`src/rtl/swr_pkg.sv`:
```
// Package with widths, register indexes, state codes and result type of the window receiver.
`timescale 1ns / 1ps

package swr_pkg;

  localparam int SEQ_SLOTS = 32;
  localparam int SEQ_W     = $clog2(SEQ_SLOTS);
  localparam int RNG_W     = $clog2(SEQ_SLOTS + 1);
  localparam int WIN_W     = 4;
  localparam int CNT_W     = 32;
  localparam int CFG_IDX_W = 2;
  localparam int CFG_DAT_W = 6;

  localparam logic [RNG_W-1:0] RANGE_MIN   = RNG_W'(3);
  localparam logic [RNG_W-1:0] RANGE_MAX   = RNG_W'(SEQ_SLOTS);
  localparam logic [RNG_W-1:0] RANGE_RESET = RNG_W'(20);
  localparam logic [WIN_W-1:0] WIN_RESET   = WIN_W'(7);

  typedef enum logic [CFG_IDX_W-1:0] {
    CFG_GO_BACK_N = 2'd0,
    CFG_WINDOW    = 2'd1,
    CFG_RANGE     = 2'd2
  } cfg_idx_e;

  typedef enum logic [2:0] {
    ST_IDLE,
    ST_DECIDE,
    ST_WALK,
    ST_DONE,
    ST_OUT,
    ST_REALIGN
  } state_e;

  typedef struct packed {
    logic             ack_valid;
    logic [SEQ_W-1:0] ack_seq;
    logic             stored;
    logic [WIN_W-1:0] slots_released;
    logic [SEQ_W-1:0] window_base_out;
    logic             transfer_done;
    logic [CNT_W-1:0] original_count;
    logic [CNT_W-1:0] repeat_count;
  } result_t;

endpackage

```
`src/rtl/swr_intf.sv`:
```
// Handshake interfaces for the frame, acknowledgement and configuration channels.
`timescale 1ns / 1ps

interface swr_frame_if;
  import swr_pkg::*;
  logic             valid;
  logic             ready;
  logic [SEQ_W-1:0] frame_seq;
  logic             frame_good;
  logic             final_frame;

  modport source (output valid, frame_seq, frame_good, final_frame, input ready);
  modport sink   (input valid, frame_seq, frame_good, final_frame, output ready);
endinterface

interface swr_ack_if;
  import swr_pkg::*;
  logic             valid;
  logic             ready;
  logic             ack_valid;
  logic [SEQ_W-1:0] ack_seq;
  logic             stored;
  logic [WIN_W-1:0] slots_released;
  logic [SEQ_W-1:0] window_base_out;
  logic             transfer_done;
  logic [CNT_W-1:0] original_count;
  logic [CNT_W-1:0] repeat_count;

  modport source (output valid, ack_valid, ack_seq, stored, slots_released,
                  window_base_out, transfer_done, original_count, repeat_count,
                  input ready);
  modport sink   (input valid, ack_valid, ack_seq, stored, slots_released,
                  window_base_out, transfer_done, original_count, repeat_count,
                  output ready);
endinterface

interface swr_cfg_if;
  import swr_pkg::*;
  logic                 valid;
  logic                 ready;
  logic [CFG_IDX_W-1:0] index;
  logic [CFG_DAT_W-1:0] data;

  modport source (output valid, index, data, input ready);
  modport sink   (input valid, index, data, output ready);
endinterface

```
`src/rtl/sliding_window_receiver.sv`:
```
// Receiver window of a selective-repeat / go-back-N link, built around one modular add unit.
//
// Usage: frame_i carries one frame header per word (sequence number, checksum
// status, last-frame flag). For each accepted word exactly one result word
// leaves on ack_o: whether to acknowledge and with which number, whether the
// frame was stored, how many slots the window slid, the new window base, the
// sticky done flag and two saturating frame counters. cfg_i writes the mode
// (index 0), the window size (index 1) and the sequence range (index 2).
// An accepted frame is first decided; then the window walk moves the base one
// slot per cycle through the shared modular adder, releasing 0 to 15 slots,
// and then the result is registered for ack_o. The next frame is taken the
// cycle after the result is registered, so no new frame is taken while one
// is still being handled. On a configuration write the base is reduced into
// the new range by one subtraction per cycle; no frame is taken meanwhile.
// Reset clears the slot map, base, counters and done flag, and loads
// the default registers (selective repeat, window of 7, range of 20). When the
// downstream stalls, the result stays in the output register and the block
// still accepts the next frame; it waits only when a second result is ready.
`timescale 1ns / 1ps

module sliding_window_receiver (
  input  logic      clk_i,
  input  logic      rst_ni,
  swr_frame_if.sink frame_i,
  swr_cfg_if.sink   cfg_i,
  swr_ack_if.source ack_o
);
  import swr_pkg::*;

  // Configuration registers.
  logic             gbn_q;
  logic [WIN_W-1:0] win_q;
  logic [RNG_W-1:0] range_q;

  // Window state. The window top is always base plus span modulo the range,
  // so only the span is kept.
  logic [SEQ_SLOTS-1:0] map_q;
  logic [SEQ_W-1:0]     base_q;
  logic [WIN_W-1:0]     span_q;
  logic [SEQ_W-1:0]     final_seq_q;
  logic                 final_seen_q;
  logic                 done_q;
  logic [CNT_W-1:0]     orig_q;
  logic [CNT_W-1:0]     rep_q;

  // Frame under work and its partial result.
  logic [SEQ_W-1:0] seq_q;
  logic             good_q;
  logic             fin_q;
  logic             ack_valid_q;
  logic [SEQ_W-1:0] ack_seq_q;
  logic             stored_q;
  logic [WIN_W-1:0] released_q;

  result_t res_q;
  logic    out_valid_q;

  state_e state_q, state_d;

  // Effective range and window.
  logic [RNG_W-1:0] r_eff;
  logic [WIN_W-1:0] w_raw, w_lim, w_eff;
  logic [SEQ_SLOTS-1:0] range_mask;

  always_comb begin
    if (range_q < RANGE_MIN) begin
      r_eff = RANGE_MIN;
    end else if (range_q > RANGE_MAX) begin
      r_eff = RANGE_MAX;
    end else begin
      r_eff = range_q;
    end
    w_raw = gbn_q ? WIN_W'(1) : win_q;
    if (w_raw == '0) begin
      w_raw = WIN_W'(1);
    end
    w_lim = WIN_W'((r_eff - RNG_W'(1)) >> 1);
    w_eff = (w_raw > w_lim) ? w_lim : w_raw;
    for (int i = 0; i < SEQ_SLOTS; i++) begin
      range_mask[i] = (RNG_W'(i) < r_eff);
    end
  end

  // Shared modular add/subtract unit. Both operands lie below the range,
  // except during realignment where a >= b gives a plain difference.
  logic             u_sub;
  logic [RNG_W-1:0] u_a, u_b, u_res;
  logic [RNG_W:0]   u_diff, u_sum;

  always_comb begin
    u_diff = {1'b0, u_a} - {1'b0, u_b};
    u_sum  = {1'b0, u_a} + {1'b0, u_b};
    if (u_sub) begin
      u_res = u_diff[RNG_W] ? RNG_W'(u_diff + {1'b0, r_eff}) : u_diff[RNG_W-1:0];
    end else begin
      u_res = (u_sum >= {1'b0, r_eff}) ? RNG_W'(u_sum - {1'b0, r_eff})
                                       : u_sum[RNG_W-1:0];
    end
  end

  // Single port into the slot map: the frame's slot while deciding, the base
  // slot while walking.
  logic [SEQ_W-1:0] map_idx;
  logic             map_bit;
  assign map_idx = (state_q == ST_DECIDE) ? seq_q : base_q;
  assign map_bit = map_q[map_idx];

  logic frame_acc, cfg_acc, out_free, walk_go;
  assign frame_acc = frame_i.valid && frame_i.ready;
  assign cfg_acc   = cfg_i.valid && cfg_i.ready;
  assign out_free  = !out_valid_q || ack_o.ready;
  assign walk_go   = (released_q < w_eff) && map_bit;

  // Window test of the unit's offset against the span.
  logic             in_win;
  logic             have;
  logic [SEQ_W-1:0] gbn_ack;
  assign in_win  = ({1'b0, seq_q} < r_eff) && (u_res <= RNG_W'(span_q));
  assign have    = in_win && map_bit;
  assign gbn_ack = (base_q == '0) ? SEQ_W'(r_eff - RNG_W'(1)) : (base_q - SEQ_W'(1));

  logic fin_inside;
  assign fin_inside = ({1'b0, final_seq_q} < r_eff) && (u_res <= RNG_W'(span_q));

  // Next state.
  always_comb begin
    state_d = state_q;
    case (state_q)
      ST_IDLE: begin
        if (cfg_acc) begin
          state_d = ST_REALIGN;
        end else if (frame_acc) begin
          state_d = ST_DECIDE;
        end
      end
      ST_DECIDE: state_d = ST_WALK;
      ST_WALK: begin
        if (!walk_go) begin
          state_d = ST_DONE;
        end
      end
      ST_DONE: state_d = ST_OUT;
      ST_OUT: begin
        if (out_free) begin
          state_d = ST_IDLE;
        end
      end
      ST_REALIGN: begin
        if ({1'b0, base_q} < r_eff) begin
          state_d = ST_IDLE;
        end
      end
      default: state_d = ST_IDLE;
    endcase
  end

  // Handshakes and unit operand selection.
  always_comb begin
    cfg_i.ready   = (state_q == ST_IDLE);
    frame_i.ready = (state_q == ST_IDLE) && !cfg_i.valid;
    u_sub = 1'b1;
    u_a   = {1'b0, seq_q};
    u_b   = {1'b0, base_q};
    case (state_q)
      ST_WALK: begin
        u_sub = 1'b0;
        u_a   = {1'b0, base_q};
        u_b   = RNG_W'(1);
      end
      ST_DONE: begin
        u_a = {1'b0, final_seq_q};
      end
      ST_REALIGN: begin
        u_a = {1'b0, base_q};
        u_b = r_eff;
      end
      default: begin
        u_sub = 1'b1;
      end
    endcase
  end

  always_ff @(posedge clk_i or negedge rst_ni) begin
    if (!rst_ni) begin
      state_q      <= ST_IDLE;
      gbn_q        <= 1'b0;
      win_q        <= WIN_RESET;
      range_q      <= RANGE_RESET;
      map_q        <= '0;
      base_q       <= '0;
      span_q       <= WIN_RESET - WIN_W'(1);
      final_seq_q  <= '0;
      final_seen_q <= 1'b0;
      done_q       <= 1'b0;
      orig_q       <= '0;
      rep_q        <= '0;
      out_valid_q  <= 1'b0;
    end else begin
      state_q <= state_d;
      // A new result loads the output register as the old one leaves.
      if (state_q == ST_OUT && out_free) begin
        out_valid_q <= 1'b1;
      end else if (out_valid_q && ack_o.ready) begin
        out_valid_q <= 1'b0;
      end
      case (state_q)
        ST_IDLE: begin
          if (cfg_acc) begin
            case (cfg_idx_e'(cfg_i.index))
              CFG_GO_BACK_N: gbn_q   <= cfg_i.data[0];
              CFG_WINDOW:    win_q   <= cfg_i.data[WIN_W-1:0];
              CFG_RANGE:     range_q <= cfg_i.data[RNG_W-1:0];
              default:       gbn_q   <= gbn_q;
            endcase
          end
        end
        ST_DECIDE: begin
          if (good_q && in_win && !have) begin
            map_q[map_idx] <= 1'b1;
            if (orig_q != '1) begin
              orig_q <= orig_q + CNT_W'(1);
            end
            if (fin_q) begin
              final_seq_q  <= seq_q;
              final_seen_q <= 1'b1;
            end
          end else if (rep_q != '1) begin
            rep_q <= rep_q + CNT_W'(1);
          end
        end
        ST_WALK: begin
          if (walk_go) begin
            map_q[map_idx] <= 1'b0;
            base_q         <= u_res[SEQ_W-1:0];
          end
        end
        ST_DONE: begin
          if (final_seen_q && !fin_inside) begin
            done_q <= 1'b1;
          end
        end
        ST_REALIGN: begin
          if ({1'b0, base_q} >= r_eff) begin
            base_q <= u_res[SEQ_W-1:0];
          end else begin
            span_q <= w_eff - WIN_W'(1);
            map_q  <= map_q & range_mask;
          end
        end
        default: begin
          done_q <= done_q;
        end
      endcase
    end
  end

  // Payload registers of the frame under work and of the result.
  always_ff @(posedge clk_i) begin
    case (state_q)
      ST_IDLE: begin
        if (frame_acc) begin
          seq_q  <= frame_i.frame_seq;
          good_q <= frame_i.frame_good;
          fin_q  <= frame_i.final_frame;
        end
      end
      ST_DECIDE: begin
        released_q  <= '0;
        stored_q    <= good_q && in_win && !have;
        ack_valid_q <= !in_win || good_q || have;
        if (in_win) begin
          ack_seq_q <= (good_q || have) ? seq_q : '0;
        end else begin
          ack_seq_q <= gbn_q ? gbn_ack : seq_q;
        end
      end
      ST_WALK: begin
        if (walk_go) begin
          released_q <= released_q + WIN_W'(1);
        end
      end
      ST_OUT: begin
        if (out_free) begin
          res_q.ack_valid       <= ack_valid_q;
          res_q.ack_seq         <= ack_seq_q;
          res_q.stored          <= stored_q;
          res_q.slots_released  <= released_q;
          res_q.window_base_out <= base_q;
          res_q.transfer_done   <= done_q;
          res_q.original_count  <= orig_q;
          res_q.repeat_count    <= rep_q;
        end
      end
      default: begin
        seq_q <= seq_q;
      end
    endcase
  end

  assign ack_o.valid           = out_valid_q;
  assign ack_o.ack_valid       = res_q.ack_valid;
  assign ack_o.ack_seq         = res_q.ack_seq;
  assign ack_o.stored          = res_q.stored;
  assign ack_o.slots_released  = res_q.slots_released;
  assign ack_o.window_base_out = res_q.window_base_out;
  assign ack_o.transfer_done   = res_q.transfer_done;
  assign ack_o.original_count  = res_q.original_count;
  assign ack_o.repeat_count    = res_q.repeat_count;

  // The base stays inside the range while the window walks.
  a_base_in_range: assert property (@(posedge clk_i) disable iff (!rst_ni)
    (state_q == ST_WALK) |-> ({1'b0, base_q} < r_eff))
    else $error("window base outside the sequence range during walk");

  // The walk never releases more slots than the window holds.
  a_release_bound: assert property (@(posedge clk_i) disable iff (!rst_ni)
    (state_q == ST_WALK || state_q == ST_DONE) |-> (released_q <= w_eff))
    else $error("window slid past its size");

  // Once raised, the done flag stays.
  a_done_sticky: assert property (@(posedge clk_i) disable iff (!rst_ni)
    done_q |=> done_q)
    else $error("done flag dropped");

  // No slot beyond the range is ever marked while waiting for a frame.
  a_map_clean: assert property (@(posedge clk_i) disable iff (!rst_ni)
    (state_q == ST_IDLE) |-> ((map_q & ~range_mask) == '0))
    else $error("slot map holds a mark beyond the range");

  // A stored frame is always acknowledged.
  a_stored_acked: assert property (@(posedge clk_i) disable iff (!rst_ni)
    (out_valid_q && res_q.stored) |-> res_q.ack_valid)
    else $error("stored frame without acknowledgement");

endmodule

```
`src/flat_wrapper.sv`:
```
// flat-port wrapper written by rule: the top's interface ports become plain ports
module sliding_window_receiver_flat import swr_pkg::*;
  (clk_i, rst_ni, frame_i_valid, frame_i_frame_seq, frame_i_frame_good, frame_i_final_frame, frame_i_ready, cfg_i_valid, cfg_i_index, cfg_i_data, cfg_i_ready, ack_o_valid, ack_o_ack_valid, ack_o_ack_seq, ack_o_stored, ack_o_slots_released, ack_o_window_base_out, ack_o_transfer_done, ack_o_original_count, ack_o_repeat_count, ack_o_ready);
  swr_frame_if frame_i_i ();
  swr_cfg_if cfg_i_i ();
  swr_ack_if ack_o_i ();
  input  logic clk_i;
  input  logic rst_ni;
  input wire logic [$bits(frame_i_i.valid)-1:0] frame_i_valid;
  input wire logic [$bits(frame_i_i.frame_seq)-1:0] frame_i_frame_seq;
  input wire logic [$bits(frame_i_i.frame_good)-1:0] frame_i_frame_good;
  input wire logic [$bits(frame_i_i.final_frame)-1:0] frame_i_final_frame;
  output wire logic [$bits(frame_i_i.ready)-1:0] frame_i_ready;
  input wire logic [$bits(cfg_i_i.valid)-1:0] cfg_i_valid;
  input wire logic [$bits(cfg_i_i.index)-1:0] cfg_i_index;
  input wire logic [$bits(cfg_i_i.data)-1:0] cfg_i_data;
  output wire logic [$bits(cfg_i_i.ready)-1:0] cfg_i_ready;
  output wire logic [$bits(ack_o_i.valid)-1:0] ack_o_valid;
  output wire logic [$bits(ack_o_i.ack_valid)-1:0] ack_o_ack_valid;
  output wire logic [$bits(ack_o_i.ack_seq)-1:0] ack_o_ack_seq;
  output wire logic [$bits(ack_o_i.stored)-1:0] ack_o_stored;
  output wire logic [$bits(ack_o_i.slots_released)-1:0] ack_o_slots_released;
  output wire logic [$bits(ack_o_i.window_base_out)-1:0] ack_o_window_base_out;
  output wire logic [$bits(ack_o_i.transfer_done)-1:0] ack_o_transfer_done;
  output wire logic [$bits(ack_o_i.original_count)-1:0] ack_o_original_count;
  output wire logic [$bits(ack_o_i.repeat_count)-1:0] ack_o_repeat_count;
  input wire logic [$bits(ack_o_i.ready)-1:0] ack_o_ready;
  assign frame_i_i.valid = frame_i_valid;
  assign frame_i_i.frame_seq = frame_i_frame_seq;
  assign frame_i_i.frame_good = frame_i_frame_good;
  assign frame_i_i.final_frame = frame_i_final_frame;
  assign frame_i_ready = frame_i_i.ready;
  assign cfg_i_i.valid = cfg_i_valid;
  assign cfg_i_i.index = cfg_i_index;
  assign cfg_i_i.data = cfg_i_data;
  assign cfg_i_ready = cfg_i_i.ready;
  assign ack_o_valid = ack_o_i.valid;
  assign ack_o_ack_valid = ack_o_i.ack_valid;
  assign ack_o_ack_seq = ack_o_i.ack_seq;
  assign ack_o_stored = ack_o_i.stored;
  assign ack_o_slots_released = ack_o_i.slots_released;
  assign ack_o_window_base_out = ack_o_i.window_base_out;
  assign ack_o_transfer_done = ack_o_i.transfer_done;
  assign ack_o_original_count = ack_o_i.original_count;
  assign ack_o_repeat_count = ack_o_i.repeat_count;
  assign ack_o_i.ready = ack_o_ready;
  sliding_window_receiver u_core (.clk_i(clk_i), .rst_ni(rst_ni), .frame_i(frame_i_i), .cfg_i(cfg_i_i), .ack_o(ack_o_i));
endmodule
```
`config.mk`:
```
export PLATFORM = sky130hd
export DESIGN_NAME = sliding_window_receiver_flat
export DESIGN_NICKNAME = d
export VERILOG_FILES = /design/src/rtl/swr_pkg.sv /design/src/rtl/swr_intf.sv /design/src/rtl/sliding_window_receiver.sv /design/src/flat_wrapper.sv
export SDC_FILE = /design/constraint.sdc
export NUM_CORES = 1
export LEC_CHECK = 0
export BUFFER_PORTS_ARGS = -buffer_cell sky130_fd_sc_hd__buf_4
export CAP_MARGIN = 20
export CORE_ASPECT_RATIO = 0.75
export CORE_UTILIZATION = 55
export DETAILED_ROUTE_END_ITERATION = 7
export PLACE_DENSITY = 0.86
export REMOVE_ABC_BUFFERS = 1
export SETUP_SLACK_MARGIN = 0.02
export SYNTH_ARGS = -nofsm -noshare
export SYNTH_HDL_FRONTEND = slang
export SYNTH_SLANG_ARGS = --single-unit
```
`constraint.sdc`:
```
create_clock -name clk_i -period 5.9 [get_ports clk_i]
set_input_delay 1.475 -clock clk_i [delete_from_list [all_inputs] [get_ports clk_i]]
set_output_delay 1.475 -clock clk_i [all_outputs]
set_load 0.05 [all_outputs]
```
; ---- Word-level counts from Yosys, hierarchy flattened
; Index checks and enable logic that the tools add are counted.
; Widths: inputs -> output; s select.
[word_totals]
ff_bits = 226
inputBits = 20
output_inout_bits = 84
elab_cells = 186
[classes]
add_sub_neg = 10
n_lt_le_gt_ge = 44
n_eq_ne = 17
muxes = 36
n_bitwise = 6
reduce_logical = 45
[ops]
columns = op, count
row1 = $lt 5x6->1 const A, 16
row2 = $mux 32, 3
row3 = $pmux 32 s3, 1
row4 = $add 32x1->32 const B, 2
row5 = $and 32x32->32, 2
row6 = $ne 32x32->1 const B, 2
row7 = $lt 4x6->1 const A, 8
row8 = $mux 5, 7
row9 = $not 32->32, 1
row10 = $or 32x32->32, 1
row11 = $mux 6, 5
row12 = $lt 3x6->1 const A, 4
row13 = $reduce_and 3->1, 7
row14 = $pmux 5 s2, 2
row15 = $lt 5x6->1, 3
row16 = $pmux 3 s6, 1
row17 = $mux 4, 4
row18 = $mux 3, 5
row19 = $logic_and 1x1->1, 13
row20 = $lt 1x6->1 const A, 2
row21 = $lt 2x6->1 const A, 2
row22 = $pmux 6 s2, 1
row23 = $reduce_and 2->1, 5
row24 = $sub 5x1->5 const B, 2
row25 = other kinds (38), 59

; ---- Longest topological paths before layout
[logic_depth]
ltp_word = 15
mapped_depth = 34
mapped_depth_nobuf = 31

; ---- Least setup slack after synthesis
; Ideal clock, no wire load.
[synth_path]
path_type = register to register
start = register u_core.state_q[0]
end = register u_core.ack_seq_q[0] (data pin)
setup_time_ps = 133
t_arrival_ps = 6166
t_required_ps = 5767
slack_ps = -399
stages_incl_launch_ff = 31
path_buffers = 2
synth_period_minus_slack_ps = 6299
path_cell_list = dfrtp_1 -> clkbuf_1 -> nor3b_1 -> clkbuf_1 -> nor2_1 -> a22oi_1 -> ha_1 -> inv_1 -> fa_1 -> nand2b_1 -> a21oi_1 -> xnor2_1 -> ha_1 -> a21oi_1 -> nand2_1 -> o21ai_0 -> nand3_1 -> nand2_1 -> o21ai_0 -> nand2_1 -> o21ai_0 -> ha_1 -> nor2b_1 -> o21a_1 -> o21ai_0 -> nand2b_1 -> a32o_1 -> nor3b_4 -> a21boi_0 -> nor2b_1 -> a22o_1
[synth_between]
elab_chain_len = 13
word_cells_on_any_way = 24
cone_classes = 4 x add/sub / 2 x order compare / 4 x eq/ne / 10 x mux / 4 x reduce/logical
[synth_rtl]
columns = item, line_no
row1 = "start, declared", sliding_window_receiver.sv:58  ; state_e state_q, state_d;
row2 = "start signal, assigned", sliding_window_receiver.sv:199  ; state_q <= state_d;
row3 = $eq 3x3->1 or $eq 3x2->1 (tied branches), sliding_window_receiver.sv:164  ; case (state_q)
row4 = $reduce_or 2->1 (no line), n/a
row5 = $pmux 5 s2, sliding_window_receiver.sv:164
row6 = $sub 5x6->7 or $add 5x6->7 (tied branches), "sliding_window_receiver.sv:91, sliding_window_receiver.sv:92"
row7 = "$add 6x6->6, or another cell as far along", sliding_window_receiver.sv:94  ; u_res = u_diff[RNG_W] ? RNG_W'(u_diff + {1'b0, r_eff}) : u_diff[RNG_W-1:0];
row8 = $mux 6 (on tied branches), "sliding_window_receiver.sv:94, sliding_window_receiver.sv:96"
row9 = $mux 6 *, sliding_window_receiver.sv:93  ; if (u_sub) begin
row10 = net u_core.u_res[1], sliding_window_receiver.sv:87  ; logic [RNG_W-1:0] u_a, u_b, u_res;
row11 = $le 6x4->1 *, sliding_window_receiver.sv:118  ; assign in_win = ({1'b0, seq_q} < r_eff) && (u_res <= RNG_W'(span_q));
row12 = $logic_and 1x1->1 *, sliding_window_receiver.sv:118
row13 = $logic_and 1x1->1, sliding_window_receiver.sv:119  ; assign have = in_win && map_bit;
row14 = $logic_or 1x1->1, sliding_window_receiver.sv:272  ; ack_seq_q <= (good_q || have) ? seq_q : '0;
row15 = $mux 5, sliding_window_receiver.sv:272
row16 = $mux 5 *, sliding_window_receiver.sv:271  ; if (in_win) begin
row17 = "end signal, assigned", sliding_window_receiver.sv:272
row18 = "end signal, assigned", sliding_window_receiver.sv:274  ; ack_seq_q <= gbn_q ? gbn_ack : seq_q;
row19 = "end, declared", sliding_window_receiver.sv:51  ; logic [SEQ_W-1:0] ack_seq_q;
; The timed path passes the listed nets; every way through them passes the cells marked *. The select of a mux whose other input is x is not followed.
; A chain may end at the register's enable or synchronous reset.

; ---- Worst setup path in the final report
[layout_path]
start = register u_core.state_q[2]
end = register u_core.orig_q[12]
[layout_between]
elab_chain_len = 13
word_cells_on_any_way = 25
cone_classes = 4 x add/sub / 2 x order compare / 4 x eq/ne / 8 x mux / 7 x reduce/logical
[layout_rtl]
columns = item, line_no
row1 = $eq 3x3->1 or $eq 3x2->1 (tied branches), sliding_window_receiver.sv:164
row2 = $reduce_or 2->1 (no line), n/a
row3 = $pmux 5 s2, sliding_window_receiver.sv:164
row4 = $sub 5x6->7 or $add 5x6->7 (tied branches), "sliding_window_receiver.sv:91, sliding_window_receiver.sv:92"
row5 = "$add 6x6->6, or another cell as far along", sliding_window_receiver.sv:94
row6 = $mux 6 (on tied branches), "sliding_window_receiver.sv:94, sliding_window_receiver.sv:96"
row7 = $mux 6 *, sliding_window_receiver.sv:93
row8 = net u_core.u_res[2], sliding_window_receiver.sv:87
row9 = $le 6x4->1 *, sliding_window_receiver.sv:118
row10 = $logic_and 1x1->1 *, sliding_window_receiver.sv:118
row11 = $logic_and 1x1->1, sliding_window_receiver.sv:119
row12 = $logic_not 1->1, sliding_window_receiver.sv:218  ; if (good_q && in_win && !have) begin
row13 = $logic_and 1x1->1 *, sliding_window_receiver.sv:218
row14 = $reduce_and 3->1 (no line) *, n/a
row15 = "end signal, assigned", sliding_window_receiver.sv:221  ; orig_q <= orig_q + CNT_W'(1);
row16 = "end, declared", sliding_window_receiver.sv:43  ; logic [CNT_W-1:0] orig_q;
; Marks and branches as above.

==> results.py <==
metrics = {
    "setup_path": {
        "slowest_delay_ns": 0.44,
        "worst-path-max-fanout": 8,
        "reg2reg_slack_ns": 0.09,
        "cp.required_ns": 6.33,
        "crit_type": "register to register",
        "cp-start-kind": "register",
        "rr_worst_depth": 30,
        "r2r-start": "u_core.state_q[2]$_DFFE_PN0P_",
        "critPathCaptureType": "register",
        "r2r-end": "u_core.orig_q[12]$_DFFE_PN0P_",
        "cp.arrival_ns": 6.24,
        "slowest_stage": "dfrtp_1",
    },
    "job": {
        "maxCapViolations": 0,
    },
    "sta": {
        "hold_violations": 0,
        "period_needed_ns": 5.809,
        "worstMarginPinSlew_ns": 1.060,
        "slew_headroom_pct": 29.31,
        "slew_viol_final": 0,
        "period_share_pct": 98.46,
        "fin_skew_ns": 0.01892,
        "fmax_ghz": 0.1721,
        "finalSetupViolCount": 0,
    },
    "cts": {
        "cts_tree": "yes",
        "postCtsHoldBufs": 0,
        "clkTransAtPathRegs_ns": 0.07,
        "cts_buffer_depth": 3,
        "cts.sinks": 226,
        "cts-htree-levels": 1,
        "numCtsBuffers": 22,
        "root_buffer": "clkbuf_16",
        "insertion_delay_ns": 0.52,
    },
    "routing": {
        "routed_wl_um": 35120,
        "route.detailed.drc": 0,
        "avgRoutedWirePerCell_um": 22.02,
        "viasPerCell": 6.409,
        "vias": 10220,
        "ant_nets": 0,
        "dr.pass1.iters": 6,
        "drtIter0Drc": 1582,
    },
    "synth": {
        "netlist.area_leader.share_pct": 24.62,
        "synth_seq_cells": 226,
        "synth_xor_area_share_pct": 5.745,
        "ys_top_cells_by_count": "dfrtp_1, edfxtp_1, nand2_1",
        "yosys.cell_types.count": 80,
        "synth_sequential_area_ratio_pct": 50.51,
        "synth_area_sq_mm": 0.01220,
        "ys_warn_count": 0,
        "yosysMostFrequentCell": "dfrtp_1",
        "synth_edf_count": 99,
        "postSynthAreaPerCell_sq_um": 10.73,
        "synth_top_family_by_area": "simple AND/OR/NAND/NOR gates",
        "synth_compound_area_share_pct": 13.52,
        "async_flop_share_pct": 56.19,
        "muxShareOfSynthArea_pct": 5.366,
        "yosysTopAreaCell": "dfrtp_1",
        "netlist_instances": 1137,
        "synthAdderAreaFrac_pct": 6.094,
        "ys.flop_type": "dfrtp_1",
        "synth_area_leaders": "dfrtp_1, edfxtp_1, ha_1",
        "synth-simple-area-share_pct": 15.14,
    },
    "hold_path": {
        "hold_depth": 0,
        "min_to": "u_core.ack_o.ack_seq[3]$_DFFE_PP_",
        "worstHoldStart": "u_core.ack_seq_q[3]$_DFFE_PN_",
        "hp-class": "register to register",
    },
    "final_layout": {
        "finish.utilization_pct": 69.43,
        "drive_above_1_share_pct": 25.25,
        "num-nets-final": 1368,
        "area_delta_synth_final_pct": 21.89,
        "antenna_cells": 0,
        "final_cells": 1595,
        "design_area_sq_mm": 0.01487,
    },
    "grt": {
        "antenna_found_initial": 0,
        "grt_pass1_wl_um": 51520,
        "grt_usage_pct": 29.06,
        "grt_pass1_vias": 9445,
        "grt_overflow": 0,
        "grt_max_degree": 82,
    },
    "die": {
        "die_area_sq_mm": 0.02278,
        "die_w_um": 173.9,
        "rows": 46,
        "start_util_pct": 56.96,
        "coreArea_sq_mm": 0.02141,
        "fp.dieH_um": 131.0,
        "ioPinCount": 104,
    },
    "placed_design": {
        "place_hpwl_um": 22800,
        "gp_congestion": 0.9966,
        "place_area_sq_mm": 0.01353,
        "dp.cells": 1536,
        "io_buffers": 103,
    },
    "status": {
        "status": "completed",
    },
}
[cell families (layout without fill, tap and decap cells)]
family	count (synthesis)	after routing
compound gates	256	257
xor+xnor	80	80
fa+ha+maj	57	57
buf+inv	106	274
flops	226	226
mux	49	49
simple gates	363	364
[registers in the layout, indices dropped and copies added (netlist names), 3 cells and up]
| name | count |
|---|---|
| u_core.ack_o.repeat_count | 32 |
| u_core.ack_o.window_base_out | 5 |
| u_core.ack_o.slots_released | 4 |
| u_core.orig_q | 32 |
| u_core.ack_o.original_count | 32 |
| u_core.range_q | 6 |
| u_core.span_q | 4 |
| u_core.final_seq_q | 5 |
| u_core.base_q | 5 |
| u_core.state_q | 3 |
| u_core.ack_o.ack_seq | 5 |
| u_core.seq_q | 5 |
| u_core.map_q | 32 |
| u_core.ack_seq_q | 5 |
| u_core.rep_q | 32 |
| u_core.released_q | 4 |
| u_core.win_q | 4 |
[layer usage]
metal  share of wire [%]  routed length, um  vias up  global-route usage, %
met5                   0                  0        -                      0
met4                 2.9               1007        0                  8.824
met3                  12               4293      114                  6.800
met2                  45              15670      719                  44.49
met1                  40              14150     4913                  41.40
li1                    -                  -     4477                      -
[layout make-up]
type	instances	area [sq um]
clock buffers	29	628.1
clock inverters	11	191.4
fillers	1451	6545
inverters	59	221.5
multi-input cells	807	5921
flip-flops and latches	226	6161
well taps	288	360.3
repair buffers	175	1383
[layout by cell type, fill, tap and decap left out, types with 6 or more instances in the layout]
cell	Yosys	layout
o22a_1	16	16
a211oi_1	19	18
a21oi_1	78	74
nor3_1	38	32
o21ai_0	52	44
edfxtp_1	99	99
inv_1	58	56
nand3_1	46	44
nor4_2	1	7
mux4_2	10	10
ha_1	53	48
xnor2_1	49	48
xor2_1	31	31
nor2_1	74	69
o21ai_1	11	16
a31oi_1	8	8
nand2b_1	10	9
and3_1	14	13
a22o_1	6	6
nor3_2	1	6
mux2i_1	11	11
mux2_2	27	27
dfrtp_1	120	119
nor2b_1	13	12
nand2_1	93	90
buf_4	1	165
dfstp_2	7	7
nand4_1	18	18
o21a_1	11	11
clkbuf_16	0	24
and4_1	8	8
buf_6	3	7
[worst max-delay path by stage]
stage	to	from	cells after the start
2_1_floorplan	u_core.orig_q[25]$_DFFE_PN0P_	u_core.state_q[2]$_DFFE_PN0P_	29
4_1_cts	u_core.orig_q[15]$_DFFE_PN0P_	u_core.state_q[2]$_DFFE_PN0P_	31
3_3_place_gp	u_core.orig_q[24]$_DFFE_PN0P_	u_core.state_q[2]$_DFFE_PN0P_	30
5_1_grt	u_core.orig_q[12]$_DFFE_PN0P_	u_core.state_q[2]$_DFFE_PN0P_	30
6_report	u_core.orig_q[12]$_DFFE_PN0P_	u_core.state_q[2]$_DFFE_PN0P_	30
3_5_place_dp	u_core.orig_q[24]$_DFFE_PN0P_	u_core.state_q[2]$_DFFE_PN0P_	30
[stage by stage]
stage          hold slack, ns  setup TNS, ns  setup slack (ns)
2_1_floorplan          0.4003         -57.31           -0.7772
3_3_place_gp           0.4198              0           0.04193
3_5_place_dp           0.4107         -2.713           -0.1923
4_1_cts                0.4196              0           0.02668
5_1_grt                0.4406         -2.028           -0.2022
6_report               0.4205              0           0.09066
[timing repair]
action	4_1_cts	5_1_grt
gates resized for setup	9	69
buffers inserted	4	12
setup endpoints to repair	58	107
pin swaps	2	21
cloned	0	3
[critical path, delay by kind of cell, from the launching register on]
kind	cells	cell delay [ns]
and+or+nand+nor	12	1.92
AOI/OAI and AO/OA	8	1.28
xor gates and xnor gates	1	0.22
DFF	1	0.44
buffers and inverters	5	0.75
muxes	1	0.14
adders and majority gates	3	0.97
Power is left out: the tool's default activity adds up to more than one toggle a clock period on the data nets, which glitch-free logic cannot reach.
